$ cat config.mk
export PLATFORM = sky130hd
export DESIGN_NAME = int_literal_parser_unit
export DESIGN_NICKNAME = d
export VERILOG_FILES = /design/src/hdl/ilp_pkg.sv /design/src/hdl/ilp_core.sv /design/src/hdl/int_literal_parser_unit.sv
export SDC_FILE = /design/constraint.sdc
export NUM_CORES = 1
export LEC_CHECK = 0
export BUFFER_PORTS_ARGS = -buffer_cell sky130_fd_sc_hd__buf_2
export CORE_MARGIN = 2
export CORE_UTILIZATION = 40
export CTS_CLUSTER_DIAMETER = 40
export DETAILED_ROUTE_END_ITERATION = 10
export HOLD_SLACK_MARGIN = 0.1
export SYNTH_ARGS = -nofsm -noshare
export SYNTH_HDL_FRONTEND = slang
export SYNTH_SLANG_ARGS = --single-unit
$ cat constraint.sdc
create_clock -name aclk -period 11.3 [get_ports aclk]
set_input_delay 0.565 -clock aclk [delete_from_list [all_inputs] [get_ports aclk]]
set_output_delay 0.565 -clock aclk [all_outputs]
set_load 0.02 [all_outputs]
$ cat src/hdl/ilp_pkg.sv
// Package for the integer literal parser: types, state record and character codes.
// Used by ilp_core and int_literal_parser_unit; depends on nothing.
`default_nettype none

package ilp_pkg;

    // Parser position within the literal.
    typedef enum logic [2:0] {
        PH_SIGN    = 3'd0,
        PH_PFX0    = 3'd1,
        PH_PFXX    = 3'd2,
        PH_DIGITS  = 3'd3,
        PH_STOPPED = 3'd4,
        PH_ENDED   = 3'd5
    } phase_t;

    // Result status, also used as the sticky error code.
    typedef enum logic [1:0] {
        ST_OK  = 2'd0,
        ST_INV = 2'd1,
        ST_OVF = 2'd2
    } status_t;

    // What stopped the literal before the end of the string.
    typedef enum logic [1:0] {
        STOP_NONE     = 2'd0,
        STOP_DOT      = 2'd1,
        STOP_PCT      = 2'd2,
        STOP_PCT_MORE = 2'd3
    } stop_t;

    // Complete parser state carried from one character to the next.
    typedef struct packed {
        phase_t      phase;
        logic        negative;
        logic        hex_mode;
        logic [31:0] accum;
        logic        skipping_zeros;
        logic        saw_zero;
        stop_t       stop_kind;
        status_t     error_code;
    } parse_state_t;

    localparam parse_state_t STATE_RESET = '{
        phase:          PH_SIGN,
        negative:       1'b0,
        hex_mode:       1'b0,
        accum:          32'd0,
        skipping_zeros: 1'b1,
        saw_zero:       1'b0,
        stop_kind:      STOP_NONE,
        error_code:     ST_OK
    };

    // Character codes.
    localparam logic [15:0] CH_NUL     = 16'h0000;
    localparam logic [15:0] CH_MINUS   = 16'h002D;
    localparam logic [15:0] CH_DOT     = 16'h002E;
    localparam logic [15:0] CH_PERCENT = 16'h0025;
    localparam logic [15:0] CH_ZERO    = 16'h0030;
    localparam logic [15:0] CH_NINE    = 16'h0039;
    localparam logic [15:0] CH_UP_A    = 16'h0041;
    localparam logic [15:0] CH_UP_F    = 16'h0046;
    localparam logic [15:0] CH_UP_X    = 16'h0058;
    localparam logic [15:0] CH_LO_A    = 16'h0061;
    localparam logic [15:0] CH_LO_F    = 16'h0066;
    localparam logic [15:0] CH_LO_X    = 16'h0078;

    localparam logic [31:0] INT32_MAX_U = 32'h7FFF_FFFF;
    localparam logic [31:0] INT32_MIN_U = 32'h8000_0000;

endpackage

`default_nettype wire

$ cat src/hdl/ilp_core.sv
// Combinational step of the literal parser: next state for one character and
// the status and value for the end of the string. Depends on ilp_pkg.
`default_nettype none

module ilp_core
    import ilp_pkg::*;
(
    input  wire parse_state_t cur_state,
    input  wire logic [15:0]  char_code,
    output parse_state_t      next_state,
    output status_t           fin_status,
    output logic [31:0]       fin_value
);

    logic        do_digit;
    logic        is_dec;
    logic        is_up;
    logic        is_lo;
    logic        digit_ok;
    logic [3:0]  digit;
    logic [35:0] scaled;
    logic [35:0] sum;
    logic        saw_any;
    logic [31:0] neg_value;
    logic [31:0] signed_value;

    // Digit decode and multiply-add by the base; shifts and adds only.
    always_comb begin
        is_dec = (char_code >= CH_ZERO) && (char_code <= CH_NINE);
        is_up  = (char_code >= CH_UP_A) && (char_code <= CH_UP_F);
        is_lo  = (char_code >= CH_LO_A) && (char_code <= CH_LO_F);
        digit  = 4'd0;
        if (is_dec) begin
            digit = char_code[3:0];
        end else if (is_up || is_lo) begin
            digit = char_code[3:0] + 4'd9;
        end
        digit_ok = cur_state.hex_mode ? (is_dec || is_up || is_lo) : is_dec;
        if (cur_state.hex_mode) begin
            scaled = {cur_state.accum, 4'd0};
        end else begin
            scaled = {1'b0, cur_state.accum, 3'd0} + {3'd0, cur_state.accum, 1'b0};
        end
        sum = scaled + {32'd0, digit};
    end

    // Next state for one character.
    always_comb begin
        next_state = cur_state;
        do_digit   = 1'b0;
        if (cur_state.error_code == ST_OK) begin
            unique case (cur_state.phase)
                PH_SIGN: begin
                    if (char_code == CH_MINUS) begin
                        next_state.negative = 1'b1;
                        next_state.phase    = PH_PFX0;
                    end else if (char_code == CH_ZERO) begin
                        next_state.phase = PH_PFXX;
                    end else begin
                        do_digit = 1'b1;
                    end
                end
                PH_PFX0: begin
                    if (char_code == CH_ZERO) begin
                        next_state.phase = PH_PFXX;
                    end else begin
                        do_digit = 1'b1;
                    end
                end
                PH_PFXX: begin
                    if (char_code == CH_LO_X || char_code == CH_UP_X) begin
                        next_state.hex_mode = 1'b1;
                        next_state.phase    = PH_DIGITS;
                    end else begin
                        next_state.saw_zero = 1'b1;
                        do_digit            = 1'b1;
                    end
                end
                PH_DIGITS: begin
                    do_digit = 1'b1;
                end
                PH_STOPPED: begin
                    if (cur_state.stop_kind == STOP_PCT && char_code != CH_NUL) begin
                        next_state.stop_kind = STOP_PCT_MORE;
                    end
                    next_state.phase = PH_ENDED;
                end
                default: begin
                end
            endcase
        end

        // Digit position: terminators, leading zeros, then the digit itself.
        if (do_digit) begin
            next_state.phase = PH_DIGITS;
            if (char_code == CH_NUL) begin
                next_state.phase = PH_ENDED;
            end else if (char_code == CH_DOT) begin
                next_state.stop_kind = STOP_DOT;
                next_state.phase     = PH_STOPPED;
            end else if (char_code == CH_PERCENT) begin
                next_state.stop_kind = STOP_PCT;
                next_state.phase     = PH_STOPPED;
            end else if (cur_state.skipping_zeros && char_code == CH_ZERO) begin
                next_state.saw_zero = 1'b1;
            end else begin
                next_state.skipping_zeros = 1'b0;
                if (!digit_ok) begin
                    next_state.error_code = ST_INV;
                end else if (sum[35:32] != 4'd0) begin
                    next_state.error_code = ST_OVF;
                end else begin
                    next_state.accum = sum[31:0];
                end
            end
        end
    end

    // Result at the end of the string: range checks before the stop kind.
    always_comb begin
        saw_any      = cur_state.saw_zero || (cur_state.phase == PH_PFXX);
        neg_value    = 32'd0 - cur_state.accum;
        signed_value = cur_state.negative ? neg_value : cur_state.accum;
        fin_status   = ST_OK;
        fin_value    = 32'd0;
        if (cur_state.error_code != ST_OK) begin
            fin_status = cur_state.error_code;
        end else if (cur_state.accum == 32'd0 && !saw_any) begin
            fin_status = ST_INV;
        end else if (cur_state.negative && !cur_state.hex_mode
                     && cur_state.accum > INT32_MIN_U) begin
            fin_status = ST_OVF;
        end else if (cur_state.negative && cur_state.hex_mode
                     && cur_state.accum == INT32_MIN_U) begin
            fin_status = ST_OVF;
        end else if (!cur_state.negative && !cur_state.hex_mode
                     && cur_state.accum > INT32_MAX_U) begin
            fin_status = ST_OVF;
        end else if (cur_state.stop_kind == STOP_NONE) begin
            fin_value = signed_value;
        end else if (cur_state.stop_kind == STOP_PCT) begin
            fin_value = {16'd0, signed_value[15:0]};
        end else begin
            fin_status = ST_INV;
        end
    end

endmodule

`default_nettype wire

$ cat src/hdl/int_literal_parser_unit.sv
// Top level of the integer literal parser: input register, parser state and
// result register around ilp_core. Depends on ilp_pkg and ilp_core.
//
//   Channel  Direction  Handshake            Payload
//   s_       in         s_valid / s_ready    s_char_code[15:0], s_is_end
//   m_       out        m_valid / m_ready    m_status[1:0], m_value[31:0] signed
//
// One transaction can be accepted every cycle while s_ready is high. It is held in
// the input register and updates the parser state in a single pass as it leaves it.
// An end transaction loads the result register at that same edge, so m_valid rises
// as the end leaves the input register, and the parser returns to its reset state.
// An end transaction waits in the input register while an earlier result is still
// unaccepted; s_ready then drops and later transactions stall behind it.
// Reset (aresetn low, synchronous) empties both registers and clears the state.
`default_nettype none

module int_literal_parser_unit
    import ilp_pkg::*;
(
    input  wire                aclk,
    input  wire                aresetn,
    input  wire                s_valid,
    output logic               s_ready,
    input  wire  [15:0]        s_char_code,
    input  wire                s_is_end,
    output logic               m_valid,
    input  wire                m_ready,
    output logic [1:0]         m_status,
    output logic signed [31:0] m_value
);

    logic         in_valid_reg;
    logic [15:0]  in_char_reg;
    logic         in_end_reg;
    parse_state_t state_reg;
    parse_state_t state_next;
    logic         out_valid_reg;
    status_t      out_status_reg;
    logic [31:0]  out_value_reg;
    status_t      fin_status;
    logic [31:0]  fin_value;
    logic         advance;
    logic         load_out;

    ilp_core u_core (
        .cur_state  (state_reg),
        .char_code  (in_char_reg),
        .next_state (state_next),
        .fin_status (fin_status),
        .fin_value  (fin_value)
    );

    // The held transaction moves on unless it is an end with the result still waiting.
    assign advance  = in_valid_reg && (!in_end_reg || !out_valid_reg || m_ready);
    assign load_out = advance && in_end_reg;
    assign s_ready  = !in_valid_reg || advance;

    // Input register.
    always_ff @(posedge aclk) begin
        if (!aresetn) begin
            in_valid_reg <= 1'b0;
        end else if (s_ready) begin
            in_valid_reg <= s_valid;
        end
    end

    always_ff @(posedge aclk) begin
        if (s_ready && s_valid) begin
            in_char_reg <= s_char_code;
            in_end_reg  <= s_is_end;
        end
    end

    // Parser state: updated per character, cleared after an end.
    always_ff @(posedge aclk) begin
        if (!aresetn) begin
            state_reg <= STATE_RESET;
        end else if (advance) begin
            state_reg <= in_end_reg ? STATE_RESET : state_next;
        end
    end

    // Result register.
    always_ff @(posedge aclk) begin
        if (!aresetn) begin
            out_valid_reg <= 1'b0;
        end else if (load_out) begin
            out_valid_reg <= 1'b1;
        end else if (m_ready) begin
            out_valid_reg <= 1'b0;
        end
    end

    always_ff @(posedge aclk) begin
        if (load_out) begin
            out_status_reg <= fin_status;
            out_value_reg  <= fin_value;
        end
    end

    assign m_valid  = out_valid_reg;
    assign m_status = out_status_reg;
    assign m_value  = out_value_reg;

endmodule

`default_nettype wire
* Word-level counts from Yosys, hierarchy flattened
Index checks and enable logic that the tools add are counted.
Operators by class: add/subtract/negate cells 4, $lt $le $gt $ge 8, equal/unequal tests 19, muxes and demuxes 55, reductions and logical operators 54
Operators by type and width (count):
- 32-bit two-way mux | 4
- 38-bit two-way mux | 2
- 34-bit two-way mux | 2
- 16-bit by 6-bit equality test with 1-bit output (second input constant) | 4
- 43-bit two-way mux | 1
- 35-bit by 33-bit adder with 36-bit output | 1
- 36-bit by 4-bit adder with 36-bit output | 1
- 36-bit two-way mux | 1
- 33-bit two-way mux | 1
- 16-bit by 7-bit equality test with 1-bit output (second input constant) | 2
- 32-bit equality test (second input constant) | 1
- 16-bit by 7-bit greater-or-equal comparator with 1-bit output (second input constant) | 2
- 32-bit by 31-bit greater-than comparator with 1-bit output (second input constant) | 1
- 32-bit greater-than comparator (second input constant) | 1
- 16-bit by 7-bit less-or-equal comparator with 1-bit output (second input constant) | 2
- 32-bit logical NOT | 1
- 1-bit by 32-bit subtractor with 32-bit output (first input constant) | 1
- 2-bit two-way mux | 15
- 3-bit two-way mux | 8
- 2-bit nonzero test | 9
- 16-bit by 6-bit greater-or-equal comparator with 1-bit output (second input constant) | 1
- 16-bit by 6-bit less-or-equal comparator with 1-bit output (second input constant) | 1
- 16-bit logical NOT | 1
- 16-bit two-way mux | 1
- 27 further kinds | 76
Word-level totals: bits in registers 96, input port bits 21, word-level logic and storage cells 154

* Longest topological paths before layout
Gate-level depths: netlist (run 1).
word-level depth 15, gate-level depth with buffers 26, gate-level depth less buffers 23

* Modules after synthesis
A second synthesis (run 1) with hierarchy kept.
Unflattened totals: cell total of the unflattened synthesis 902, area, all modules 7816.2 µm²
Modules (own cells, without submodules):
- ilp_core | times used 1, cells an instance 739, area an instance 4848.4 µm²
- int_literal_parser_unit | times used 1, cells an instance 163, area an instance 2967.8 µm²

* Worst setup path before layout (run 1)
No wires, ideal clock.
path kind register to register, from register state_reg[38] (netlist bit), to register state_reg[30] (netlist bit), setup time 0.059 ns, data arrival time 4.828 ns, required time 11.241 ns, path slack 6.412 ns, stages on the path, launching flop included 24, path buffers 9, cell sequence dfxtp_1 > buf_2 > buf_2 > buf_2 > buf_1 > clkbuf_1 > clkbuf_1 > clkbuf_1 > nor2b_1 > ha_1 > nor2b_1 > o221ai_1 > nor2_1 > nand2_1 > nor4_2 > nand3_1 > nor4b_2 > a311oi_1 > and4_1 > or2_1 > buf_6 > o31ai_4 > buf_6 > a22o_1
On the way: word-level cells in the longest chain between the ends 10
RTL lines:
- from (decl) | RTL line int_literal_parser_unit.sv:35 | parse_state_t state_reg;
- from (signal assigned) | RTL line int_literal_parser_unit.sv:79 | state_reg <= in_end_reg ? STATE_RESET : state_next;
- 36-bit two-way mux | RTL line ilp_core.sv:39 | if (cur_state.hex_mode) begin
- 36-bit by 4-bit adder with 36-bit output | RTL line ilp_core.sv:44 | sum = scaled + {32'd0, digit};
- 32-bit two-way mux | RTL line ilp_core.sv:110 | end else if (sum[35:32] != 4'd0) begin
- 32-bit two-way mux | RTL line ilp_core.sv:108 | if (!digit_ok) begin
- 33-bit two-way mux | RTL line ilp_core.sv:104 | end else if (cur_state.skipping_zeros && char_code == CH_ZERO) begin
- 34-bit two-way mux | RTL line ilp_core.sv:101 | end else if (char_code == CH_PERCENT) begin
- 34-bit two-way mux | RTL line ilp_core.sv:98 | end else if (char_code == CH_DOT) begin
- 38-bit two-way mux | RTL line ilp_core.sv:96 | if (char_code == CH_NUL) begin
- 38-bit two-way mux | RTL line ilp_core.sv:94 | if (do_digit) begin
- 43-bit two-way mux | RTL line int_literal_parser_unit.sv:79
Parallel ways exist; a longest one is shown, timed or not. The select of a mux whose other input is x is not followed. A chain may end at the register's enable or synchronous reset.

* Worst setup path in the final report (run 1)
from register in_char_reg[0], to register state_reg[27] (netlist bit)
On the way: word-level cells in the longest chain between the ends 14
RTL lines:
- from (decl) | RTL line int_literal_parser_unit.sv:33 | logic [15:0] in_char_reg;
- from (signal assigned) | RTL line int_literal_parser_unit.sv:69 | in_char_reg <= s_char_code;
- 16-bit by 7-bit greater-or-equal comparator with 1-bit output (tied with other cells) | RTL line ilp_core.sv:30 | is_up = (char_code >= CH_UP_A) && (char_code <= CH_UP_F);
- 1-bit logical AND, on equally long branches | RTL line ilp_core.sv:30, ilp_core.sv:31
- 1-bit logical OR | RTL line ilp_core.sv:35 | end else if (is_up || is_lo) begin
- 4-bit two-way mux | RTL line ilp_core.sv:35
- 4-bit two-way mux | RTL line ilp_core.sv:33 | if (is_dec) begin
- 36-bit by 4-bit adder with 36-bit output | RTL line ilp_core.sv:44
- 32-bit two-way mux | RTL line ilp_core.sv:110
- 32-bit two-way mux | RTL line ilp_core.sv:108
- 33-bit two-way mux | RTL line ilp_core.sv:104
- 34-bit two-way mux | RTL line ilp_core.sv:101
- 34-bit two-way mux | RTL line ilp_core.sv:98
- 38-bit two-way mux | RTL line ilp_core.sv:96
- 38-bit two-way mux | RTL line ilp_core.sv:94
- 43-bit two-way mux | RTL line int_literal_parser_unit.sv:79
Parallel ways exist; a longest one is shown, timed or not. The select of a mux whose other input is x is not followed.

==> impl_metrics.env, run 1 <==
export IMPL_path_class="reg -> reg"
export IMPL_worstReg2RegEnd="state_reg[27]$_SDFFE_PN0P_"
export IMPL_flow_area_growth_from_synthesis_pct=8.32
export IMPL_timing_rr_start="in_char_reg[0]$_DFFE_PP_"
export IMPL_detail_route_wl_per_cell_um=17.9
export IMPL_htreeDepth=3
export IMPL_first_iter_violations=761
export IMPL_tightest_slew_ns=1.11
export IMPL_yosys_top_cells_area="edfxtp_1 (19%), dfxtp_1 (11%), ha_1 (6.0%), xor2_1 (5.1%), nand2_1 (4.9%)"
export IMPL_core_region_area_mm2=0.0201
export IMPL_hold_viol_final=0
export IMPL_chipHeight_um=146
export IMPL_rsz_0062_raised_after_global_routing="false"
export IMPL_num_antenna_cells=0
export IMPL_cts_tree="yes"
export IMPL_result_of_the_run="completed"
export IMPL_worstRegToRegCells=22
export IMPL_final_min_clock_period_ns=5.67
export IMPL_min_path_cells=1
export IMPL_global_route_overflow_total=0
export IMPL_holdPathEnd="in_char_reg[4]$_DFFE_PP_"
export IMPL_yosys_warnings=0
export IMPL_viasPerCell=5.88
export IMPL_starting_utilization_of_the_core_area=0.404
export IMPL_worst_ir_drop_vdd_mv=0.0477
export IMPL_count_of_final_max_slew_check_failures=0
export IMPL_drt_first_pass_iters=6
export IMPL_critical_path_peak_fanout=17
export IMPL_postSynthRegisterBits=96
export IMPL_fp_dieArea_mm2=0.0215
export IMPL_power_switching_fraction=0.241
export IMPL_synth_area_leader_cell="edfxtp_1"
export IMPL_largest_register_ffs=43
export IMPL_synthesis_instances=981
export IMPL_drive_gt1_frac=0.118
export IMPL_route_final_wire_length_mm=22.7
export IMPL_antenna_found_initial=0
export IMPL_hold_path_class="in -> reg"
export IMPL_final_util=0.438
export IMPL_drcViolationCount=0
export IMPL_fin_worst_skew_ns=0.0117
export IMPL_ctsRootBufferMaster="clkbuf_16"
export IMPL_part_of_the_power_in_registers=0.514
export IMPL_yosys_most_used_dff="edfxtp_1"
export IMPL_synth_async_sr_flop_share=0
export IMPL_insertion_delay_ns=0.36
export IMPL_floorplan_die_width_um=146
export IMPL_grt_met2_use=0.329
export IMPL_path_clk_slew_ns=0.07
export IMPL_timing_max_slew_rel_slack=0.258
export IMPL_globalplace_congestion=0.946
export IMPL_crit_path_start_kind="flip-flop"
export IMPL_synth_avg_cell_area_um2=8.28
export IMPL_placement_rows=52
export IMPL_post_cts_hold_buffer_count=0
export IMPL_synth_top_area_share=0.189
export IMPL_finalSetupViolations=0
export IMPL_cell_internal_pwr_mw=0.561
export IMPL_synth_edf_count=51
export IMPL_beginning_of_the_worst_hold_path="s_char_code[4]"
export IMPL_post_layout_total_power_mw=0.739
export IMPL_power_leakage_nw=3.28
export IMPL_grtUsageMet3=0.0259
export IMPL_synthesis_nets=1043
export IMPL_power_frac_comb=0.054
export IMPL_vias=7434
export IMPL_cts_post_setup_buffers_inserted=0
export IMPL_drtAntennaViolNets=0
export IMPL_arrival_ns=5.97
export IMPL_setup_reg_to_reg_worst_slack_ns=5.63
export IMPL_globalRouteMet1Util=0.311
export IMPL_syn_area_mm2=0.00812
export IMPL_clock_power_share=0.432
export IMPL_crit_path_end_kind="flip-flop"
export IMPL_maxCapViolCount=0
export IMPL_max_freq_mhz=176
export IMPL_boundaryPins=57
export IMPL_cts_num_sinks=96
export IMPL_grt_use_total=0.214
export IMPL_unique_masters_post_synth=94
export IMPL_synth_seq_area_share=0.299
export IMPL_vias_in_the_first_global_route=6731
export IMPL_place_port_buffers=56
export IMPL_grt_max_degree=75
export IMPL_timing_critical_path_required_ns=11.60
export IMPL_globalRoute_busiestLayer="met2"
export IMPL_finalSetupTns_ns=0
export IMPL_clock_path_buffers=2
export IMPL_cts_resized_gates=0
export IMPL_dpl_hpwl_mm=16.9
export IMPL_global_route_wire_length_before_repair_mm=36.9
export IMPL_total_cts_buffers=9
export IMPL_min_period_over_period=0.502
export IMPL_total_nets_final=1052
export IMPL_power_per_cell_area_mw_per_mm2=84.0
export IMPL_net_switching_power_mw=0.178
-- layout make-up --
cell class / instances / area (µm²)
sequential: 96 / 2430
timing repair buffer: 62 / 325
clock inverter: 7 / 78.8
multi-input combinational: 800 / 5320
tap: 270 / 338
fill: 1975 / 11300
clock buffer: 9 / 225
inverter: 21 / 78.8
-- worst max-delay path by stage --
stage | start | to
floorplan | state_reg[38]$_SDFFE_PN0P_ | state_reg[30]$_SDFFE_PN0P_
global placement | in_char_reg[1]$_DFFE_PP_ | state_reg[28]$_SDFFE_PN0P_
detailed placement | in_char_reg[1]$_DFFE_PP_ | state_reg[27]$_SDFFE_PN0P_
CTS | in_char_reg[1]$_DFFE_PP_ | state_reg[27]$_SDFFE_PN0P_
global route | in_char_reg[1]$_DFFE_PP_ | state_reg[27]$_SDFFE_PN0P_
finish | in_char_reg[0]$_DFFE_PP_ | state_reg[27]$_SDFFE_PN0P_
-- power groups by stage --
stage / Clock (mW) / Sequential [mW] / Combinational [mW]
after global placement: 0 / 0.388 / 0.0397
after global routing: 0.338 / 0.381 / 0.0440
after detailed placement: 0 / 0.388 / 0.0398
final: 0.319 / 0.380 / 0.0399
after floorplan: 0 / 0.388 / 0.0271
after CTS: 0.326 / 0.380 / 0.0400
-- logic make-up (layout without fill, tap and decap cells) --
logic type	after synthesis	count (layout)	synth area share
xor gates and xnor gates	71	71	0.0766
AOI/OAI and AO/OA	263	263	0.230
DFF	96	96	0.299
and+or+nand+nor	412	412	0.265
buffers and inverters	85	99	0.0465
adders and majority gates	41	41	0.0650
muxes	13	13	0.0168
-- per-stage QoR --
step | instance area [µm²] | hold WS (ns) | setup slack, ns | std cells
2_1_floorplan | 8120 | 0.459 | 6.41 | 981
3_3_place_gp | 8490 | 0.481 | 5.91 | 1249
3_5_place_dp | 8490 | 0.485 | 5.81 | 1249
4_1_cts | 8800 | 0.366 | 5.72 | 1265
5_1_grt | 8800 | 0.362 | 5.35 | 1265
6_report | 8800 | 0.374 | 5.63 | 1265
-- critical path, stage by stage, from the launching register on --
cell and delay, ns:
edfxtp_1 0.44, inv_1 0.13, ha_1 0.23, nor3b_1 0.14, a31oi_1 0.23, nand2_1 0.08
nor2_1 0.26, nor2b_1 0.17, o21ai_0 0.08, o21a_1 0.15, fa_1 0.46, nor2b_1 0.12
o221ai_1 0.13, nor2_1 0.14, nand2_1 0.13, nor4_2 0.28, nand3_1 0.19, nor4b_2 0.42
a311oi_1 0.15, and4_1 0.23, or2_1 0.42, o31ai_4 0.75, a22o_1 0.25
-- cells in the final DEF, fill, tap and decap left out, drive strengths merged, types with 6 or more instances in the layout --
master	count
xnor2	24
a211oi	9
a31oi	8
ha	39
o31ai	18
a22oi	7
edfxtp	51
a22o	12
nand2b	19
o21a	6
nor3	35
o41ai	12
nand3	20
nand4	22
buf	62
a21o	9
nor2	103
xor2	47
and3	9
o211ai	9
clkbuf	9
dfxtp	45
and2	10
a21oi	59
nor2b	19
nor4	14
or3	10
inv	24
o21ai	57
o2bb2ai	7
or4	11
nor3b	7
mux2i	8
nand2	109
-- Yosys cell counts, drive strengths merged (8+ instances only) --
master	instances
nand3	20
nor3	35
a22o	12
and2	10
a21oi	59
o211ai	9
mux2i	8
inv	21
buf	24
xor2	47
a211oi	9
o21ai	57
nor4	14
nand2b	19
a21o	9
or4	11
dfxtp	45
clkbuf	40
or3	10
a31oi	8
nand4	22
edfxtp	51
xnor2	24
o31ai	18
nand2	109
nor2b	19
and3	9
nor2	103
ha	39
o41ai	12
-- metal layers --
layer | wire length [µm] | vias up
li1 | - | 3672
met1 | 10800 | 3471
met2 | 9960 | 263
met3 | 1480 | 28
met4 | 480 | 0
met5 | 0 | -
(Power assumes the default switching activity.)
==> inputs of run 2 (changes only) <==
ABC_AREA = 1   (was unset)
clock period = 5.3 ns   (was 11.3 ns; I/O delays follow)
==> impl_metrics.env, run 2 <==
export IMPL_result_of_the_run="completed"
export IMPL_top_library_cells_by_usage_in_the_layout_fill_and_taps_aside="nand2_1 (464), inv_1 (249), nor2_1 (211)"
export IMPL_detail_route_wl_per_cell_um=14.6
export IMPL_cell_internal_pwr_mw=1.45
export IMPL_placement_rows=55
export IMPL_floorplan_die_width_um=155
export IMPL_drtAntennaViolNets=0
export IMPL_chipHeight_um=155
export IMPL_final_instance_count_excl_fill=1897
export IMPL_power_switching_fraction=0.382
export IMPL_finalSetupViolations=0
export IMPL_synthesis_instances=1545
export IMPL_drcViolationCount=0
export IMPL_synthesis_nets=1607
export IMPL_net_switching_power_mw=0.895
export IMPL_route_final_wire_length_mm=27.7
export IMPL_place_port_buffers=56
export IMPL_path_class="reg -> reg"
export IMPL_path_buf_inv=4
export IMPL_mostFrequentLayoutCell="nand2_1"
export IMPL_post_layout_total_power_mw=2.34
export IMPL_fin_worst_skew_ns=0.00792
export IMPL_grt_max_degree=51
export IMPL_antenna_found_initial=0
export IMPL_dpl_hpwl_mm=21.9
export IMPL_synth_top_cells_by_count="nand2_1 (464), inv_1 (251), nor2_1 (212), nand3_1 (148), a21oi_1 (70)"
export IMPL_syn_area_mm2=0.00918
export IMPL_finish_instance_area_mm2=0.0103
export IMPL_power_frac_comb=0.330
export IMPL_clock_power_share=0.284
export IMPL_timing_max_slew_rel_slack=0.341
export IMPL_yosys_most_used_dff="edfxtp_1"
export IMPL_grt_use_total=0.232
export IMPL_rsz_0062_raised_after_global_routing="false"
export IMPL_synth_top_area_share=0.190
export IMPL_count_of_final_max_slew_check_failures=0
export IMPL_postSynthRegisterBits=96
export IMPL_worst_ir_drop_vdd_mv=0.159
export IMPL_boundaryPins=57
export IMPL_max_freq_mhz=213
export IMPL_part_of_the_power_in_registers=0.386
export IMPL_arrival_ns=4.94
export IMPL_most_frequently_used_cell_type_in_the_post_synthesis_netlist="nand2_1"
export IMPL_cts_tree="yes"
export IMPL_tightest_slew_ns=0.980
export IMPL_num_antenna_cells=0
export IMPL_hold_viol_final=0
export IMPL_synth_async_sr_flop_share=0
export IMPL_global_route_wire_length_before_repair_mm=44.8
export IMPL_synth_avg_cell_area_um2=5.94
export IMPL_hold_path_class="in -> reg"
export IMPL_power_per_cell_area_mw_per_mm2=228
export IMPL_clock_path_buffers=2
export IMPL_crit_path_start_kind="flip-flop"
export IMPL_smallest_hold_slack_ns=0.194
export IMPL_fillCellCount=2440
export IMPL_yosys_top_cells_area="nand2_1 (19%), edfxtp_1 (17%), inv_1 (10%), dfxtp_1 (9.8%), nor2_1 (8.7%)"
export IMPL_unique_masters_post_synth=47
export IMPL_vias=9467
export IMPL_power_leakage_nw=5.08
export IMPL_critical_path_peak_fanout=30
export IMPL_total_nets_final=1669
export IMPL_timing_critical_path_required_ns=5.54
export IMPL_insertion_delay_ns=0.35
export IMPL_core_region_area_mm2=0.0226
export IMPL_dp_cells=1861
export IMPL_maxCapViolCount=0
export IMPL_starting_utilization_of_the_core_area=0.407
export IMPL_crit_path_end_kind="flip-flop"
export IMPL_final_min_clock_period_ns=4.70
export IMPL_setup_reg_to_reg_worst_slack_ns=0.60
export IMPL_first_iter_violations=712
export IMPL_total_cts_buffers=9
export IMPL_global_route_overflow_total=0
export IMPL_critical_path_s_top_delay_family="simple AND/OR/NAND/NOR gates"
export IMPL_vias_in_the_first_global_route=8686
export IMPL_finalSetupTns_ns=0
export IMPL_critical_path_top_delay_cell="fa_1"
export IMPL_largest_register_ffs=43
export IMPL_yosys_warnings=0
export IMPL_drt_first_pass_iters=5
export IMPL_fp_dieArea_mm2=0.0242
export IMPL_crit_path_max_incr_delay_ns=0.47
export IMPL_synth_edf_count=51
export IMPL_flow_area_growth_from_synthesis_pct=11.8
export IMPL_ctsRootBufferMaster="clkbuf_16"
export IMPL_globalplace_congestion=0.903
export IMPL_htreeDepth=3
export IMPL_path_clk_slew_ns=0.07
export IMPL_placed_cell_area_mm2=0.00975
export IMPL_synth_seq_area_share=0.265
export IMPL_min_period_over_period=0.887
export IMPL_cts_num_sinks=96
export IMPL_synth_area_leader_cell="nand2_1"
export IMPL_drive_gt1_frac=0.0968
export IMPL_multi_input_area_mm2=0.00563
export IMPL_ff_latch_area_mm2=0.00243
export IMPL_viasPerCell=4.99
-- run 2: path summary, 6_finish.rpt --
check,from,to,cells after the start
min reg2reg,state_reg[5]$_SDFFE_PN1P_,state_reg[5]$_SDFFE_PN1P_,2
min,s_valid,in_valid_reg$_SDFFE_PN0N_,3
max,in_char_reg[1]$_DFFE_PP_,state_reg[9]$_SDFFE_PN0P_,31
max reg2reg,in_char_reg[1]$_DFFE_PP_,state_reg[9]$_SDFFE_PN0P_,31
-- run 2: power groups by stage --
stage | sequential, mW | clock [mW] | combinational (mW)
2_1_floorplan | 0.899 | 0 | 0.565
3_3_place_gp | 0.921 | 0 | 0.749
3_5_place_dp | 0.920 | 0 | 0.754
4_1_cts | 0.904 | 0.681 | 0.767
5_1_grt | 0.910 | 0.709 | 0.880
6_report | 0.904 | 0.666 | 0.773
-- run 2: repair_timing --
action | in CTS | in global routing
hold buffers | 16 | 1
endpoints found under the hold margin | 16 | 1
buffers inserted | 0 | 3
gates resized for setup | 0 | 6
setup endpoints to repair | 0 | 34
-- run 2: worst min-delay path: stages --
cell and delay (ns):
buf_2 0.09, nand2_1 0.07, a21oi_1 0.06
-- run 2: cells by family after synthesis --
kind of cell / synth area share
flip-flops: 0.265
AND/OR/NAND/NOR: 0.447
adder cells (fa/ha/maj): 0.0575
XOR/XNOR: 0.0277
buffers and inverters: 0.124
AO/OA/AOI/OAI: 0.0787
-- run 2: area by class of cell --
type	count	share of cell area
clock inverters	6	0.00659
inverters	265	0.0970
flip-flops and latches	96	0.237
multi-input cells	1151	0.549
well taps	285	0.0348
clock buffers	10	0.0223
repair buffers	84	0.0532
-- run 2: metal layers --
layer / track usage / routed length [µm]
met4: 0.0677 / 716
met5: 0 / 0
met3: 0.0237 / 1010
met1: 0.318 / 13200
met2: 0.387 / 12700
-- run 2: metrics by stage --
| stage | setup WS [ns] | util |
|---|---|---|
| 5_1_grt | 0.00711 | 0.454 |
| 4_1_cts | 0.133 | 0.452 |
| 6_report | 0.599 | 0.454 |
| 2_1_floorplan | 0.955 | - |
| 3_5_place_dp | 0.170 | 0.432 |
| 3_3_place_gp | 0.366 | 0.432 |
==> inputs of run 3 (changes only) <==
CORE_ASPECT_RATIO = 0.6   (was unset)
==> impl_metrics.env, run 3 (same netlist as run 2, synthesis figures left out) <==
export IMPL_result_of_the_run="completed"
export IMPL_insertion_delay_ns=0.35
export IMPL_power_leakage_nw=5.09
export IMPL_fin_worst_skew_ns=0.00894
export IMPL_finalSetupViolations=0
export IMPL_final_min_clock_period_ns=4.82
export IMPL_crit_path_start_kind="flip-flop"
export IMPL_path_class="reg -> reg"
export IMPL_timing_max_slew_rel_slack=0.229
export IMPL_route_final_wire_length_mm=30.0
export IMPL_total_nets_final=1673
export IMPL_num_antenna_cells=0
export IMPL_rsz_0062_raised_after_global_routing="false"
export IMPL_core_region_area_mm2=0.0223
export IMPL_drtAntennaViolNets=0
export IMPL_max_freq_mhz=207
export IMPL_holdPathEnd="in_valid_reg$_SDFFE_PN0N_"
export IMPL_crit_path_end_kind="flip-flop"
export IMPL_worstRegToRegCells=33
export IMPL_vias_in_the_first_global_route=8431
export IMPL_arrival_ns=5.07
export IMPL_critical_path_top_delay_cell="fa_1"
export IMPL_min_period_over_period=0.910
export IMPL_finalWorstSetupSlack_ns=0.477
export IMPL_worstReg2RegEnd="state_reg[13]$_SDFFE_PN0P_"
export IMPL_critical_path_peak_fanout=24
export IMPL_maxCapViolCount=0
export IMPL_timing_critical_path_required_ns=5.54
export IMPL_finalSetupTns_ns=0
export IMPL_crit_path_max_incr_delay_ns=0.47
export IMPL_hold_viol_final=0
export IMPL_grt_max_degree=52
export IMPL_largest_register_ffs=43
export IMPL_dpl_hpwl_mm=23.7
export IMPL_min_path_cells=3
export IMPL_path_clk_slew_ns=0.07
export IMPL_viasPerCell=5.10
export IMPL_post_layout_total_power_mw=2.33
export IMPL_antenna_found_initial=0
export IMPL_vias=9817
export IMPL_floorplan_die_width_um=200
export IMPL_placement_rows=42
export IMPL_clock_path_buffers=2
export IMPL_chipHeight_um=121
export IMPL_worst_setup_slack_post_dpl_ns=0.158
export IMPL_worst_ir_drop_vdd_mv=0.188
export IMPL_setup_reg_to_reg_worst_slack_ns=0.48
export IMPL_drive_gt1_frac=0.0990
export IMPL_fp_dieArea_mm2=0.0242
export IMPL_global_route_wire_length_before_repair_mm=46.6
export IMPL_boundaryPins=57
export IMPL_flow_area_growth_from_synthesis_pct=12.5
export IMPL_beginning_of_the_worst_hold_path="s_valid"
export IMPL_global_route_overflow_total=0
export IMPL_ctsRootBufferMaster="clkbuf_16"
export IMPL_grt_use_total=0.251
export IMPL_power_per_cell_area_mw_per_mm2=226
export IMPL_timing_rr_start="in_char_reg[11]$_DFFE_PP_"
export IMPL_count_of_final_max_slew_check_failures=0
export IMPL_tightest_slew_ns=1.15
export IMPL_top_library_cells_by_usage_in_the_layout_fill_and_taps_aside="nand2_1 (464), inv_1 (248), nor2_1 (210)"
export IMPL_first_iter_violations=977
export IMPL_htreeDepth=3
export IMPL_mostFrequentLayoutCell="nand2_1"
export IMPL_hold_path_class="in -> reg"
export IMPL_place_port_buffers=56
export IMPL_cts_num_sinks=96
export IMPL_drcViolationCount=0
export IMPL_detail_route_wl_per_cell_um=15.6
export IMPL_total_cts_buffers=9
export IMPL_globalplace_congestion=0.964
export IMPL_drt_first_pass_iters=5
export IMPL_cts_tree="yes"
export IMPL_starting_utilization_of_the_core_area=0.412
==> run 3: cell count changes in the layout (fill, tap and decap cells not counted), moves of 2 or more <==
cell and change:
buf_4 +2, nor4_1 -2, nand2_4 +3, clkinv_1 +2
inv_6 -2
==> run 3: how the worst max path moves through the flow <==
stage | from | endpoint | cells after the start
final | in_char_reg[11]$_DFFE_PP_ | state_reg[13]$_SDFFE_PN0P_ | 33
after global routing | in_char_reg[11]$_DFFE_PP_ | state_reg[13]$_SDFFE_PN0P_ | 33
after CTS | in_char_reg[1]$_DFFE_PP_ | state_reg[20]$_SDFFE_PN0P_ | 31
after detailed placement | in_char_reg[1]$_DFFE_PP_ | state_reg[20]$_SDFFE_PN0P_ | 31
after global placement | in_char_reg[1]$_DFFE_PP_ | state_reg[11]$_SDFFE_PN0P_ | 31
after floorplan | in_char_reg[0]$_DFFE_PP_ | state_reg[32]$_SDFFE_PN0P_ | 31
==> run 3: stage by stage <==
step	cell area, µm²	std cells	hold WS, ns	util
floorplan	9180	1545	0.364	-
global route	10300	1924	0.222	0.463
finish	10300	1924	0.197	0.463
global placement	9790	1886	0.442	0.440
detailed placement	9790	1886	0.443	0.440
CTS	10200	1919	0.186	0.459
==> run 3: where the power goes <==
part,switching [mW],total (mW),internal [mW]
registers,0.0696,0.903,0.833
logic,0.558,0.815,0.257
clock network,0.284,0.611,0.328
==> run 3: area by class of cell <==
class                           instances  area (µm²)
Multi-Input combinational cell       1153        5680
Timing Repair Buffer                   86         561
Clock inverter                          4        20.0
Tap cell                              308         385
Fill cell                            2376       12000
Clock buffer                           12         246
Sequential cell                        96        2430
Inverter                              265         998
==> run 3: timing repair <==
item                                    4_1_cts  5_1_grt
gates resized for setup                       0       11
hold endpoints to repair                     17        0
setup buffers                                 0        3
endpoints found under the setup margin        0       34
hold buffers                                 17        0
==> run 3: routing by layer <==
metal	up-vias	wire length, µm	track usage	share of wire
met5	-	0	0	0
met4	0	211	0.0361	0.0070
met3	17	2740	0.0567	0.091
met2	350	11000	0.322	0.37
met1	4423	16100	0.414	0.53
li1	5027	-	-	-
==> run 3: critical path, delay by kind of cell (launching register included) <==
family,cells,cell delay [ns]
simple gates,23,2.67
fa+ha+maj,1,0.47
flops,1,0.43
compound gates,3,0.36
buf+inv,6,0.79
